[src/sv/hnc_pkg.sv]
// ----------------------------------------------------------------------------
// hnc_pkg
// Shared types and constants for the pixel negative / hsv channel block.
// ----------------------------------------------------------------------------
package hnc_pkg;

  // mode register codes
  localparam logic [2:0] MODE_PASS = 3'd0;
  localparam logic [2:0] MODE_NEG  = 3'd1;
  localparam logic [2:0] MODE_HUE  = 3'd2;
  localparam logic [2:0] MODE_SAT  = 3'd3;
  localparam logic [2:0] MODE_VAL  = 3'd4;

  // register index of mode
  localparam logic REG_MODE = 1'b0;

  localparam int QUO_W = 8;   // quotient bits, one per divider cell
  localparam int REM_W = 16;  // numerator / partial remainder width

  localparam logic [7:0]  CHAN_MAX  = 8'd255;
  localparam logic [15:0] SCALE_MAX = 16'd240;
  localparam logic [15:0] SECTOR    = 16'd40;

  // data handed from cell to cell
  typedef struct packed {
    logic             gray;
    logic [7:0]       blue;
    logic [7:0]       green;
    logic [7:0]       red;
    logic [REM_W-1:0] rem;
    logic [7:0]       dvs;
    logic [QUO_W-1:0] quo;
  } hnc_item_t;

endpackage

[src/sv/hnc_prep.sv]
// ----------------------------------------------------------------------------
// hnc_prep
// Head cell: finds max/min, builds dividend and divisor for the selected
// gray mode and the bypass bytes for pass-through / negative.
// ----------------------------------------------------------------------------
module hnc_prep (
  input  logic               clk,
  input  logic               rst_n,
  input  logic [2:0]         mode,
  input  logic               valid_i,
  input  logic [7:0]         blue_i,
  input  logic [7:0]         green_i,
  input  logic [7:0]         red_i,
  output logic               ready_o,
  input  logic               ready_i,
  output logic               valid_o,
  output hnc_pkg::hnc_item_t data_o
);
  import hnc_pkg::*;

  logic       valid_r;
  hnc_item_t  data_r;
  hnc_item_t  data_nxt;

  logic [7:0]  mx;
  logic [7:0]  mn;
  logic [15:0] dw;
  logic [15:0] hue_n;

  // channel max and min
  always_comb begin
    mx = red_i;
    mn = red_i;
    if (green_i > mx) mx = green_i;
    if (blue_i > mx)  mx = blue_i;
    if (green_i < mn) mn = green_i;
    if (blue_i < mn)  mn = blue_i;
    dw = {8'd0, mx - mn};
  end

  // hue dividend, already wrapped into 0 .. 240*d-1
  always_comb begin
    if (mx == red_i) begin
      if (green_i >= blue_i) begin
        hue_n = SECTOR * {8'd0, green_i - blue_i};
      end else begin
        hue_n = SCALE_MAX * dw - SECTOR * {8'd0, blue_i - green_i};
      end
    end else if (mx == green_i) begin
      hue_n = (SECTOR * {8'd0, blue_i}) + ((SECTOR << 1) * dw) - (SECTOR * {8'd0, red_i});
    end else begin
      hue_n = (SECTOR * {8'd0, red_i}) + ((SECTOR << 2) * dw) - (SECTOR * {8'd0, green_i});
    end
  end

  // per-mode setup; zero dividend with unit divisor forces a zero result
  always_comb begin
    data_nxt       = '0;
    data_nxt.blue  = blue_i;
    data_nxt.green = green_i;
    data_nxt.red   = red_i;
    data_nxt.dvs   = 8'd1;
    case (mode)
      MODE_NEG: begin
        data_nxt.blue  = CHAN_MAX - blue_i;
        data_nxt.green = CHAN_MAX - green_i;
        data_nxt.red   = CHAN_MAX - red_i;
      end
      MODE_HUE: begin
        data_nxt.gray = 1'b1;
        if (mx != mn) begin
          data_nxt.rem = hue_n;
          data_nxt.dvs = mx - mn;
        end
      end
      MODE_SAT: begin
        data_nxt.gray = 1'b1;
        if (mx != 8'd0) begin
          data_nxt.rem = SCALE_MAX * dw;
          data_nxt.dvs = mx;
        end
      end
      MODE_VAL: begin
        data_nxt.gray = 1'b1;
        data_nxt.rem  = SCALE_MAX * {8'd0, mx};
        data_nxt.dvs  = CHAN_MAX;
      end
      default: begin
        data_nxt.gray = 1'b0;
      end
    endcase
  end

  // stage register, fills whenever empty or draining
  assign ready_o = !valid_r || ready_i;

  always_ff @(posedge clk) begin
    if (!rst_n) begin
      valid_r <= 1'b0;
    end else if (ready_o) begin
      valid_r <= valid_i;
    end
  end

  always_ff @(posedge clk) begin
    if (ready_o) begin
      data_r <= data_nxt;
    end
  end

  assign valid_o = valid_r;
  assign data_o  = data_r;

endmodule

[src/sv/hnc_div_cell.sv]
// ----------------------------------------------------------------------------
// hnc_div_cell
// One restoring-division cell: resolves a single quotient bit and passes
// the partial remainder on to its neighbor.
// ----------------------------------------------------------------------------
module hnc_div_cell #(
  parameter int BIT_POS = 0
) (
  input  logic               clk,
  input  logic               rst_n,
  input  logic               valid_i,
  input  hnc_pkg::hnc_item_t data_i,
  output logic               ready_o,
  input  logic               ready_i,
  output logic               valid_o,
  output hnc_pkg::hnc_item_t data_o
);
  import hnc_pkg::*;

  logic             valid_r;
  hnc_item_t        data_r;
  hnc_item_t        data_nxt;
  logic [REM_W-1:0] dvs_sh;

  // trial subtract of the shifted divisor
  always_comb begin
    dvs_sh   = {{(REM_W-8){1'b0}}, data_i.dvs} << BIT_POS;
    data_nxt = data_i;
    if (data_i.rem >= dvs_sh) begin
      data_nxt.rem          = data_i.rem - dvs_sh;
      data_nxt.quo[BIT_POS] = 1'b1;
    end
  end

  assign ready_o = !valid_r || ready_i;

  always_ff @(posedge clk) begin
    if (!rst_n) begin
      valid_r <= 1'b0;
    end else if (ready_o) begin
      valid_r <= valid_i;
    end
  end

  always_ff @(posedge clk) begin
    if (ready_o) begin
      data_r <= data_nxt;
    end
  end

  assign valid_o = valid_r;
  assign data_o  = data_r;

endmodule

[src/sv/pixel_negative_hsv_channel_top.sv]
// ----------------------------------------------------------------------------
// pixel_negative_hsv_channel_top
// Per-pixel pass-through, negative, or hue / saturation / value gray image.
//
//   channel  ports                                    direction
//   in       in_valid, in_stall, in_blue/green/red_in  pixel in
//   out      out_valid, out_stall, out_*_out           result bytes out
//   cfg      cfg_psel .. cfg_pready (apb)              mode register
//
// One pixel per cycle while the output is not stalled; one setup cell plus a
// chain of 8 divider cells, one quotient bit each.
// Every cell is its own elastic stage: a stalled output only holds the cells
// that are full, so bubbles upstream still fill and input keeps flowing.
// Synchronous active-low reset clears all cell valid bits and mode to 0.
// ----------------------------------------------------------------------------
module pixel_negative_hsv_channel_top (
  input  logic        clk,
  input  logic        rst_n,
  // pixel input
  input  logic        in_valid,
  output logic        in_stall,
  input  logic [7:0]  in_blue_in,
  input  logic [7:0]  in_green_in,
  input  logic [7:0]  in_red_in,
  // result output
  output logic        out_valid,
  input  logic        out_stall,
  output logic [7:0]  out_blue_out,
  output logic [7:0]  out_green_out,
  output logic [7:0]  out_red_out,
  // configuration
  input  logic        cfg_psel,
  input  logic        cfg_penable,
  input  logic        cfg_pwrite,
  input  logic [2:0]  cfg_paddr,
  input  logic [31:0] cfg_pwdata,
  output logic [31:0] cfg_prdata,
  output logic        cfg_pready
);
  import hnc_pkg::*;

  localparam int NCELL = QUO_W;

  logic [2:0] mode_r;

  hnc_item_t        stage_data [0:NCELL];
  logic [NCELL:0]   stage_valid;
  logic [NCELL+1:0] stage_ready;

  // mode register write on the access phase of a transfer
  assign cfg_pready = 1'b1;

  always_ff @(posedge clk) begin
    if (!rst_n) begin
      mode_r <= MODE_PASS;
    end else if (cfg_psel && cfg_penable && cfg_pwrite && cfg_pready &&
                 (cfg_paddr[2] == REG_MODE)) begin
      mode_r <= cfg_pwdata[2:0];
    end
  end

  assign cfg_prdata = (cfg_paddr[2] == REG_MODE) ? {29'd0, mode_r} : 32'd0;

  // setup cell
  hnc_prep u_prep (
    .clk     (clk),
    .rst_n   (rst_n),
    .mode    (mode_r),
    .valid_i (in_valid),
    .blue_i  (in_blue_in),
    .green_i (in_green_in),
    .red_i   (in_red_in),
    .ready_o (stage_ready[0]),
    .ready_i (stage_ready[1]),
    .valid_o (stage_valid[0]),
    .data_o  (stage_data[0])
  );

  // divider chain, quotient msb first
  for (genvar k = 1; k <= NCELL; k++) begin : g_cell
    hnc_div_cell #(
      .BIT_POS (NCELL - k)
    ) u_cell (
      .clk     (clk),
      .rst_n   (rst_n),
      .valid_i (stage_valid[k-1]),
      .data_i  (stage_data[k-1]),
      .ready_o (stage_ready[k]),
      .ready_i (stage_ready[k+1]),
      .valid_o (stage_valid[k]),
      .data_o  (stage_data[k])
    );
  end

  assign stage_ready[NCELL+1] = !out_stall;
  assign in_stall             = !stage_ready[0];

  // last cell is the output register
  assign out_valid     = stage_valid[NCELL];
  assign out_blue_out  = stage_data[NCELL].gray ? stage_data[NCELL].quo
                                                : stage_data[NCELL].blue;
  assign out_green_out = stage_data[NCELL].gray ? stage_data[NCELL].quo
                                                : stage_data[NCELL].green;
  assign out_red_out   = stage_data[NCELL].gray ? stage_data[NCELL].quo
                                                : stage_data[NCELL].red;

endmodule

[config.mk]
export PLATFORM = sky130hd
export DESIGN_NAME = pixel_negative_hsv_channel_top
export DESIGN_NICKNAME = d
export VERILOG_FILES = /design/src/sv/hnc_pkg.sv /design/src/sv/hnc_prep.sv /design/src/sv/hnc_div_cell.sv /design/src/sv/pixel_negative_hsv_channel_top.sv
export SDC_FILE = /design/constraint.sdc
export NUM_CORES = 1
export LEC_CHECK = 0
export ABC_CLOCK_PERIOD_IN_PS = 24000
export BUFFER_PORTS_ARGS = -buffer_cell sky130_fd_sc_hd__buf_2
export CAP_MARGIN = 0
export CORE_MARGIN = 2
export CORE_UTILIZATION = 60
export DETAILED_ROUTE_END_ITERATION = 7
export PLACE_DENSITY = 0.75
export SLEW_MARGIN = 20
export SYNTH_ARGS = -nofsm -noshare
export SYNTH_HDL_FRONTEND = slang
export SYNTH_HIERARCHICAL = 1
export SYNTH_SLANG_ARGS = --single-unit
export TNS_END_PERCENT = 5
[constraint.sdc]
create_clock -name clk -period 24 [get_ports clk]
set_input_delay 1.2 -clock clk [delete_from_list [all_inputs] [get_ports clk]]
set_output_delay 1.2 -clock clk [all_outputs]
set_load 0.05 [all_outputs]
* Word level (Yosys, flattened, before mapping)
Cells that the tools add are included.
** Operators by class
- $add $sub $neg :: 18
- $mul :: 9
- Div/mod/pow operators :: 0
- Order comparisons :: 13
- Equal/unequal tests :: 7
- Shift operators :: 0
- Multiplexer cells :: 23
- Bitwise gates (word level) :: 1
- Reductions and logical operators :: 25
** Operators with widths (number)
- $mux 16 :: 10
- $mul 3x8->11 const A :: 7
- $mux 24 :: 3
- $pmux 24 s3 :: 1
- $sub 16x14->16 :: 4
- $mux 8 :: 7
- $add 14x16->16 :: 2
- $mul 4x8->12 const A :: 2
- $sub 8x8->8 :: 3
- $sub 8x8->8 const A :: 3
- $eq 8x8->1 :: 2
- $ge 16x10->1 :: 1
- $ge 16x11->1 :: 1
- $ge 16x12->1 :: 1
- $ge 16x13->1 :: 1
- $ge 16x14->1 :: 1
- $ge 16x15->1 :: 1
- $ge 16x8->1 :: 1
- $ge 16x9->1 :: 1
- $gt 8x8->1 :: 2
- $lt 8x8->1 :: 2
- $sub 16x10->16 :: 1
- $sub 16x11->16 :: 1
- $sub 16x12->16 :: 1
- other kinds (16) :: 37
** Storage, ports and cells
- Register bits :: 465
- Latch bits :: 0
- Memory bits (writable) :: 0
- ROM bits :: 0
- Input bits :: 66
- Output and inout bits :: 59
- Word-level logic and storage cells :: 173
- Memories kept :: 0

* Depth between registers and ports, before layout
Gate-level depths: netlist (run 1).
- Depth in word-level cells :: 12
- Mapped depth :: 45
- Mapped depth without buffers :: 43

* Hierarchy
The synthesis (run 1) kept the hierarchy.
** By module, submodules not included
- hnc_prep :: times used 1, cells each 1145, area each 10127.2 µm², seq. area each 1401.3 µm²
- hnc_div_cell (g_cell[8].u_cell) :: times used 1, cells each 161, area each 2517.4 µm², seq. area each 1731.7 µm²
- hnc_div_cell (g_cell[5].u_cell) :: times used 1, cells each 148, area each 2451.1 µm², seq. area each 1731.7 µm²
- hnc_div_cell (g_cell[7].u_cell) :: times used 1, cells each 157, area each 2436.1 µm², seq. area each 1731.7 µm²
- hnc_div_cell (g_cell[6].u_cell) :: times used 1, cells each 152, area each 2386.0 µm², seq. area each 1731.7 µm²
- hnc_div_cell (g_cell[4].u_cell) :: times used 1, cells each 152, area each 2383.5 µm², seq. area each 1731.7 µm²
- hnc_div_cell (g_cell[2].u_cell) :: times used 1, cells each 135, area each 2357.3 µm², seq. area each 1731.7 µm²
- hnc_div_cell (g_cell[3].u_cell) :: times used 1, cells each 139, area each 2338.5 µm², seq. area each 1731.7 µm²
- hnc_div_cell (g_cell[1].u_cell) :: times used 1, cells each 136, area each 2302.2 µm², seq. area each 1731.7 µm²
- pixel_negative_hsv_channel_top :: times used 1, cells each 110, area each 655.6 µm², seq. area each 60.1 µm²

* Worst setup path after synthesis (run 1)
No wires, ideal clock.
- Path kind :: input to output
- From :: input port out_stall
- To :: output port in_stall
- Data arrival time :: 15.689 ns
- Required time :: 22.800 ns
- Setup slack :: 7.111 ns
- Cell stages on the path :: 11
- Buffers on the path :: 0
- Cells stage by stage :: inv_1 > nand2b_1 > nand2b_1 > nand2b_1 > nand2b_1 > nand2b_1 > nand2b_1 > nand2b_1 > nand2b_1 > nand2b_1 > inv_1
** Between the ends
- Cells in the longest elaborated chain, start to end :: 11
** Ends and longest elaborated chain
- from (decl) :: RTL line pixel_negative_hsv_channel_top.sv:27 : input logic out_stall,
- $logic_not 1->1 :: RTL line pixel_negative_hsv_channel_top.sv:95 : assign stage_ready[NCELL+1] = !out_stall;
- $logic_or 1x1->1 :: RTL line hnc_div_cell.sv:35 : assign ready_o = !valid_r || ready_i;
- named net stage_ready[8] :: RTL line pixel_negative_hsv_channel_top.sv:48 : logic [NCELL+1:0] stage_ready;
- $logic_or 1x1->1 :: RTL line hnc_div_cell.sv:35
- named net stage_ready[7] :: RTL line pixel_negative_hsv_channel_top.sv:48
- $logic_or 1x1->1 :: RTL line hnc_div_cell.sv:35
- named net stage_ready[6] :: RTL line pixel_negative_hsv_channel_top.sv:48
- $logic_or 1x1->1 :: RTL line hnc_div_cell.sv:35
- named net stage_ready[5] :: RTL line pixel_negative_hsv_channel_top.sv:48
- (+1 left out)
- named net stage_ready[4] :: RTL line pixel_negative_hsv_channel_top.sv:48
- (+1 left out)
- named net stage_ready[3] :: RTL line pixel_negative_hsv_channel_top.sv:48
- $logic_or 1x1->1 :: RTL line hnc_div_cell.sv:35
- named net stage_ready[2] :: RTL line pixel_negative_hsv_channel_top.sv:48
- $logic_or 1x1->1 :: RTL line hnc_div_cell.sv:35
- named net stage_ready[1] :: RTL line pixel_negative_hsv_channel_top.sv:48
- $logic_or 1x1->1 :: RTL line hnc_prep.sv:95 : assign ready_o = !valid_r || ready_i;
- named net stage_ready[0] :: RTL line pixel_negative_hsv_channel_top.sv:48
- $logic_not 1->1 :: RTL line pixel_negative_hsv_channel_top.sv:96 : assign in_stall = !stage_ready[0];
- to (decl) :: RTL line pixel_negative_hsv_channel_top.sv:21 : output logic in_stall,
The timed path passes the listed nets, and every way through them passes these cells.

* Final worst setup path (run 1)
- From :: input port in_green_in[0]
- To :: register u_prep.data_r (netlist bit u_prep/data_o[30]) (data pin)
** Between the ends
- Cells in the longest elaborated chain, start to end :: 12
- Elaborated cells on any way between the ends :: 32
- Those cells by class :: 7 x add/sub; 6 x mul; 5 x order compare; 3 x eq/ne; 10 x mux; 1 x reduce/logical
** Ends and longest elaborated chain
- from (decl) :: RTL line pixel_negative_hsv_channel_top.sv:23 : input logic [7:0] in_green_in,
- $gt 8x8->1 or $lt 8x8->1 (tied branches) :: RTL line hnc_prep.sv:34, hnc_prep.sv:36
- $mux 8, on equally long branches :: RTL line hnc_prep.sv:34, hnc_prep.sv:36
- $gt 8x8->1 or $lt 8x8->1 (tied branches) :: RTL line hnc_prep.sv:35, hnc_prep.sv:37
- $mux 8, on equally long branches :: RTL line hnc_prep.sv:35, hnc_prep.sv:37
- $sub 8x8->8 :: RTL line hnc_prep.sv:38 : dw = {8'd0, mx - mn};
- $mul 3x8->11 :: RTL line hnc_prep.sv:50, hnc_prep.sv:52
- $add 14x16->16, on equally long branches :: RTL line hnc_prep.sv:52, hnc_prep.sv:50
- $sub 16x14->16, on equally long branches :: RTL line hnc_prep.sv:52, hnc_prep.sv:50
- $mux 16 :: RTL line hnc_prep.sv:49 : end else if (mx == green_i) begin
- $mux 16 :: RTL line hnc_prep.sv:43 : if (mx == red_i) begin
- $mux 24 :: RTL line hnc_prep.sv:71 : if (mx != mn) begin
- $pmux 24 s3 (*) :: RTL line hnc_prep.sv:63 : case (mode)
- to (signal assigned) :: RTL line hnc_prep.sv:107 : data_r <= data_nxt;
- to (decl) :: RTL line hnc_prep.sv:22 : hnc_item_t data_r;
Mark *: on every way between the ends. The rest lies on a longest branch, timed or not.
A chain may end at the register's enable or synchronous reset.

==> flow_metrics.tcl, run 1 <==
set metrics [dict create \
    grt-ovfl-total 0 \
    relSlewSlack_pct 30.75 \
    worstMarginPinSlew_ps 1031 \
    fillers 3495 \
    tns_ps 0 \
    cts_setup_buffers 0 \
    first_global_vias 17850 \
    criticalPathCategory "in -> reg" \
    cp_max_fo 17 \
    crit_required_ps 24300 \
    drt_iter0_markers 993 \
    finalNetCount 2811 \
    grt_max_degree 60 \
    first_pass_iters 5 \
    clock_skew_ps 21.84 \
    fp.dieH_um 222.9 \
    ctsResizeCount 0 \
    port_buffers 63 \
    cts_tree "yes" \
    fin_util_pct 65.19 \
    row_count 80 \
    wl_um 56370 \
    seq_area_um2 14590 \
    fin_crit_ps 11820 \
    cap_violations 0 \
    cp.arrival_ps 12120 \
    wire_per_inst_um 18.26 \
    fmax_mhz 84.61 \
    grt_pass1_wl_um 91910 \
    slew_viol_final 0 \
    cts.sinks 490 \
    cts_buffers 46 \
    htree_levels 2 \
    rsz0062_at_grt "no" \
    drive_gt1_share_pct 10.11 \
    io_pins 125 \
    hold_viol_final 0 \
    drc_errors 0 \
    insertion_delay_ps 580 \
    coreArea_um2 47550 \
    cts.clk_slew.worst_paths_ps 60 \
    grt.total_usage_pct 23.33 \
    status "complete, no violations" \
    syn_area_per_cell_um2 12.24 \
    synthToLayoutAreaGrowth_pct 7.840 \
    multi_input_area_um2 12720 \
    hpwl_um 43490 \
    dieArea_um2 49670 \
    setup_slack_ps 12180 \
    yosys_warnings 6 \
    postRouteAntennaNets 0 \
    root_buffer "clkbuf_16" \
    num_antenna_cells 0 \
    rrSetupSlack_ps 20590 \
    stdcell_count 3087 \
    postCtsHoldBufs 0 \
    pre_cts_slack_ps 11840 \
    crit_slowest_cell "o22ai_2" \
    syn_area_um2 28740 \
    crit_path_max_incr_delay_ps 700 \
    vias 17700 \
    antenna_found_initial 0 \
    cts_buffer_depth 3 \
    start_kind "input port" \
    die_x_um 222.9 \
    worst_setup_path_end_kind "flip-flop" \
    setup_viol_count_final 0 \
    synth_cells 2348 \
    min_period_over_period_pct 49.25 \
    start_util_pct 60.46 \
    viasPerCell 5.733 \
    hold_class "reg -> reg" \
    dp_cells 3002 \
    gp_congestion 0.9489 \
]
==> through the flow <==
step | hold WS [ps] | cell area, um2
after detailed placement | 404.5 | 29620
final | 401.1 | 31000
after global placement | 400.4 | 29620
after global routing | 413.7 | 31000
after CTS | 398.2 | 31000
after floorplan | 400.3 | 28890
==> layout by cell type, fill, tap and decap left out, types with 27 or more instances in the layout <==
master / count
a21o_1: 55
conb_1: 41
xnor2_1: 138
fa_1: 60
buf_2: 63
xor2_1: 47
nand2_1: 90
o21ai_0: 98
nand2b_1: 30
nor2_1: 95
edfxtp_1: 478
o21bai_1: 29
inv_1: 287
o21a_1: 27
ha_1: 250
a21oi_1: 148
clkbuf_16: 46
==> cell type report <==
cell class / count / share of cell area [%]
Sequential cell: 490 / 47.08
Multi-Input combinational cell: 1527 / 41.05
Inverter: 289 / 3.500
Timing Repair Buffer: 81 / 1.453
Clock buffer: 60 / 3.883
Tap cell: 615 / 2.482
Clock inverter: 25 / 0.5490
==> registers in the layout, summed over array words and instances, names as in the netlist <==
name and flops:
g_cell.u_cell/data_o 432, u_prep/data_o 46, g_cell.u_cell/valid_o 8, u_prep/valid_o 1, mode_r 3
==> worst max-delay path, delay by kind of cell <==
kind	cells	cell delay (ps)
xor+xnor	4	1100
mux	2	860
simple gates	5	1440
fa+ha+maj	8	2930
compound gates	13	3660
buf+inv	7	880
==> metal layers <==
| layer | track usage [%] | up-vias | part of all wire [%] |
|---|---|---|---|
| met5 | 0 | - | 0 |
| met4 | 6.906 | 0 | 2.5 |
| met3 | 3.556 | 99 | 4.6 |
| met2 | 42.55 | 399 | 52 |
| met1 | 28.66 | 8607 | 41 |
| li1 | - | 8593 | - |
==> worst paths after layout <==
| check | to | startpoint | cells past startpoint |
|---|---|---|---|
| worst min-delay path | g_cell[4].u_cell/data_o[3]$_DFFE_PP_ | g_cell[3].u_cell/data_o[3]$_DFFE_PP_ | 0 |
| worst min register to register | g_cell[4].u_cell/data_o[3]$_DFFE_PP_ | g_cell[3].u_cell/data_o[3]$_DFFE_PP_ | 0 |
| worst max-delay path | u_prep/data_o[30]$_SDFFCE_PN0P_ | in_green_in[0] | 39 |
| worst max register to register | u_prep/data_o[43]$_DFFE_PP_ | g_cell[8].u_cell/valid_o$_SDFFE_PN0P_ | 12 |
Power of run 1 is left out: the tool's default activity adds up to more than one toggle a clock period on the data nets, which glitch-free logic cannot reach.
==> run 2: changes to the inputs <==
Settings changed: ABC_AREA from default to 1, ABC_CLOCK_PERIOD_IN_PS 24000 to 11400.
Clock period 24 ns to 11.4 ns, I/O delays scaled along.
==> run 2 against run 1 <==
Non-clock buffer count shrank 8. Synthesized cell count grew 29%. Cell count grew 24%. Design area grew 4.7%. Utilization grew 0.82 points.
==> flow_metrics.tcl, run 2 <==
set metrics [dict create \
    status "complete, no violations" \
    criticalPathCategory "in -> reg" \
    finalNetCount 3486 \
    port_buffers 63 \
    hold_viol_final 0 \
    synth_cells 3019 \
    start_util_pct 60.99 \
    viasPerCell 5.262 \
    r2r_start "g_cell[8].u_cell/valid_o$_SDFFE_PN0P_" \
    cp_max_fo 16 \
    grt_pass1_wl_um 99330 \
    fp.dieH_um 227.5 \
    postCtsHoldBufs 0 \
    reg2reg_depth 20 \
    synthToLayoutAreaGrowth_pct 8.238 \
    largest_reg_flops 432 \
    worstMarginPinSlew_ps 888.3 \
    fin_crit_ps 9584 \
    cts_setup_buffers 0 \
    crit_required_ps 11740 \
    ctsResizeCount 0 \
    stdcell_count 3815 \
    relSlewSlack_pct 40.64 \
    row_count 81 \
    wire_per_inst_um 15.93 \
    setup_viol_count_final 0 \
    vias 20070 \
    crit_path_max_incr_delay_ps 700 \
    hold_class "in -> reg" \
    drc_errors 0 \
    syn_area_per_cell_um2 9.930 \
    tns_ps 0 \
    fillers 3779 \
    multi_input_area_um2 12960 \
    placed_cell_area_um2 30860 \
    min_period_over_period_pct 84.07 \
    start_kind "input port" \
    gp_congestion 0.9526 \
    slew_viol_final 0 \
    whs_path_depth 5 \
    final_area_um2 32450 \
    postRouteAntennaNets 0 \
    fmax_mhz 104.3 \
    layout_common_cells "nand2_1 (609), inv_1 (529), edfxtp_1 (478), ha_1 (250), nor2_1 (154)" \
    rsz0062_at_grt "no" \
    grt.total_usage_pct 24.43 \
    cp.arrival_ps 9930 \
    grt_max_degree 60 \
    cts.sinks 490 \
    first_pass_iters 5 \
    layout_commonest_cell "nand2_1" \
    cpMostUsedCell "inv_1" \
    dieArea_um2 51770 \
    hpwl_um 46310 \
    rrSetupSlack_ps 7420 \
    drive_gt1_share_pct 11.62 \
    first_global_vias 20150 \
    seq_area_um2 14590 \
    htree_levels 2 \
    io_pins 125 \
    holdPathEnd "mode_r[2]$_SDFFE_PN0P_" \
    antenna_found_initial 1 \
    r2r_end "u_prep/data_o[12]$_SDFFCE_PN0P_" \
    cts_tree "yes" \
    yosys_warnings 6 \
    wl_um 60770 \
    clock_skew_ps 24.07 \
    crit_slowest_cell "o21ai_2" \
    root_buffer "clkbuf_16" \
    cts.clk_slew.worst_paths_ps 60 \
    cts_buffer_depth 3 \
    cts_buffers 48 \
    syn_area_um2 29980 \
    cap_violations 0 \
    coreArea_um2 49150 \
    grt-ovfl-total 0 \
    drt_iter0_markers 1251 \
    die_x_um 227.5 \
    hp-start "cfg_pwdata[2]" \
    insertion_delay_ps 600 \
    worst_setup_path_end_kind "flip-flop" \
    dp_cells 3724 \
]
-- run 2: cell types whose count changed in the layout (fill, tap and decap cells not counted), sizes merged, moves of 27 or more --
cell    change
o21a       -27
xnor2     -104
a21o       -52
nand2     +608
inv       +262
mux2       -31
xor2       +62
nand3     +127
nand2b     -38
nor2       +78
-- run 2: worst max-delay path: cells and delay by family --
family / cells / cell delay (ps)
XOR/XNOR: 2 / 690
adder cells (fa/ha/maj): 9 / 3500
buffers and inverters: 10 / 1280
AND/OR/NAND/NOR: 19 / 2020
AO/OA/AOI/OAI: 8 / 1820
-- run 2: worst max path at each step --
stage | from | depth (start not counted) | endpoint | slack (ps)
floorplan | out_stall | 20 | in_stall | 450
global placement | in_green_in[0] | 48 | u_prep/data_o[31]$_SDFFCE_PN0P_ | 1500
detailed placement | in_green_in[0] | 48 | u_prep/data_o[31]$_SDFFCE_PN0P_ | 1390
CTS | in_green_in[0] | 48 | u_prep/data_o[31]$_SDFFCE_PN0P_ | 2000
global route | in_green_in[0] | 48 | u_prep/data_o[31]$_SDFFCE_PN0P_ | 1200
finish | in_green_in[0] | 48 | u_prep/data_o[31]$_SDFFCE_PN0P_ | 1820
-- run 2: routing by layer --
| metal | track usage (%) | vias up | wire length [um] |
|---|---|---|---|
| li1 | - | 10040 | - |
| met1 | 29.80 | 9452 | 25470 |
| met2 | 43.73 | 455 | 30580 |
| met3 | 3.678 | 126 | 2754 |
| met4 | 9.340 | 0 | 1970 |
| met5 | 0 | - | 0 |
-- run 2: final cells by class --
class	instances	area share, %
diodes	1	0.007712
clock buffers	61	3.944
clock inverters	29	0.9292
inverters	556	6.447
multi-input cells	1941	39.93
flip-flops and latches	490	44.97
well taps	664	2.560
repair buffers	73	1.203
-- run 2: metrics by stage --
| step | setup WS [ps] | util [%] | hold WS (ps) |
|---|---|---|---|
| 6_report | 1816 | 66.02 | 296.3 |
| 5_1_grt | 1199 | 66.01 | 290.3 |
| 4_1_cts | 2002 | 66.00 | 258.9 |
| 3_5_place_dp | 1393 | 62.78 | 404.5 |
| 3_3_place_gp | 1495 | 62.78 | 400.4 |
| 2_1_floorplan | 451.5 | - | 400.3 |
Power of run 2 is left out for the same reason.
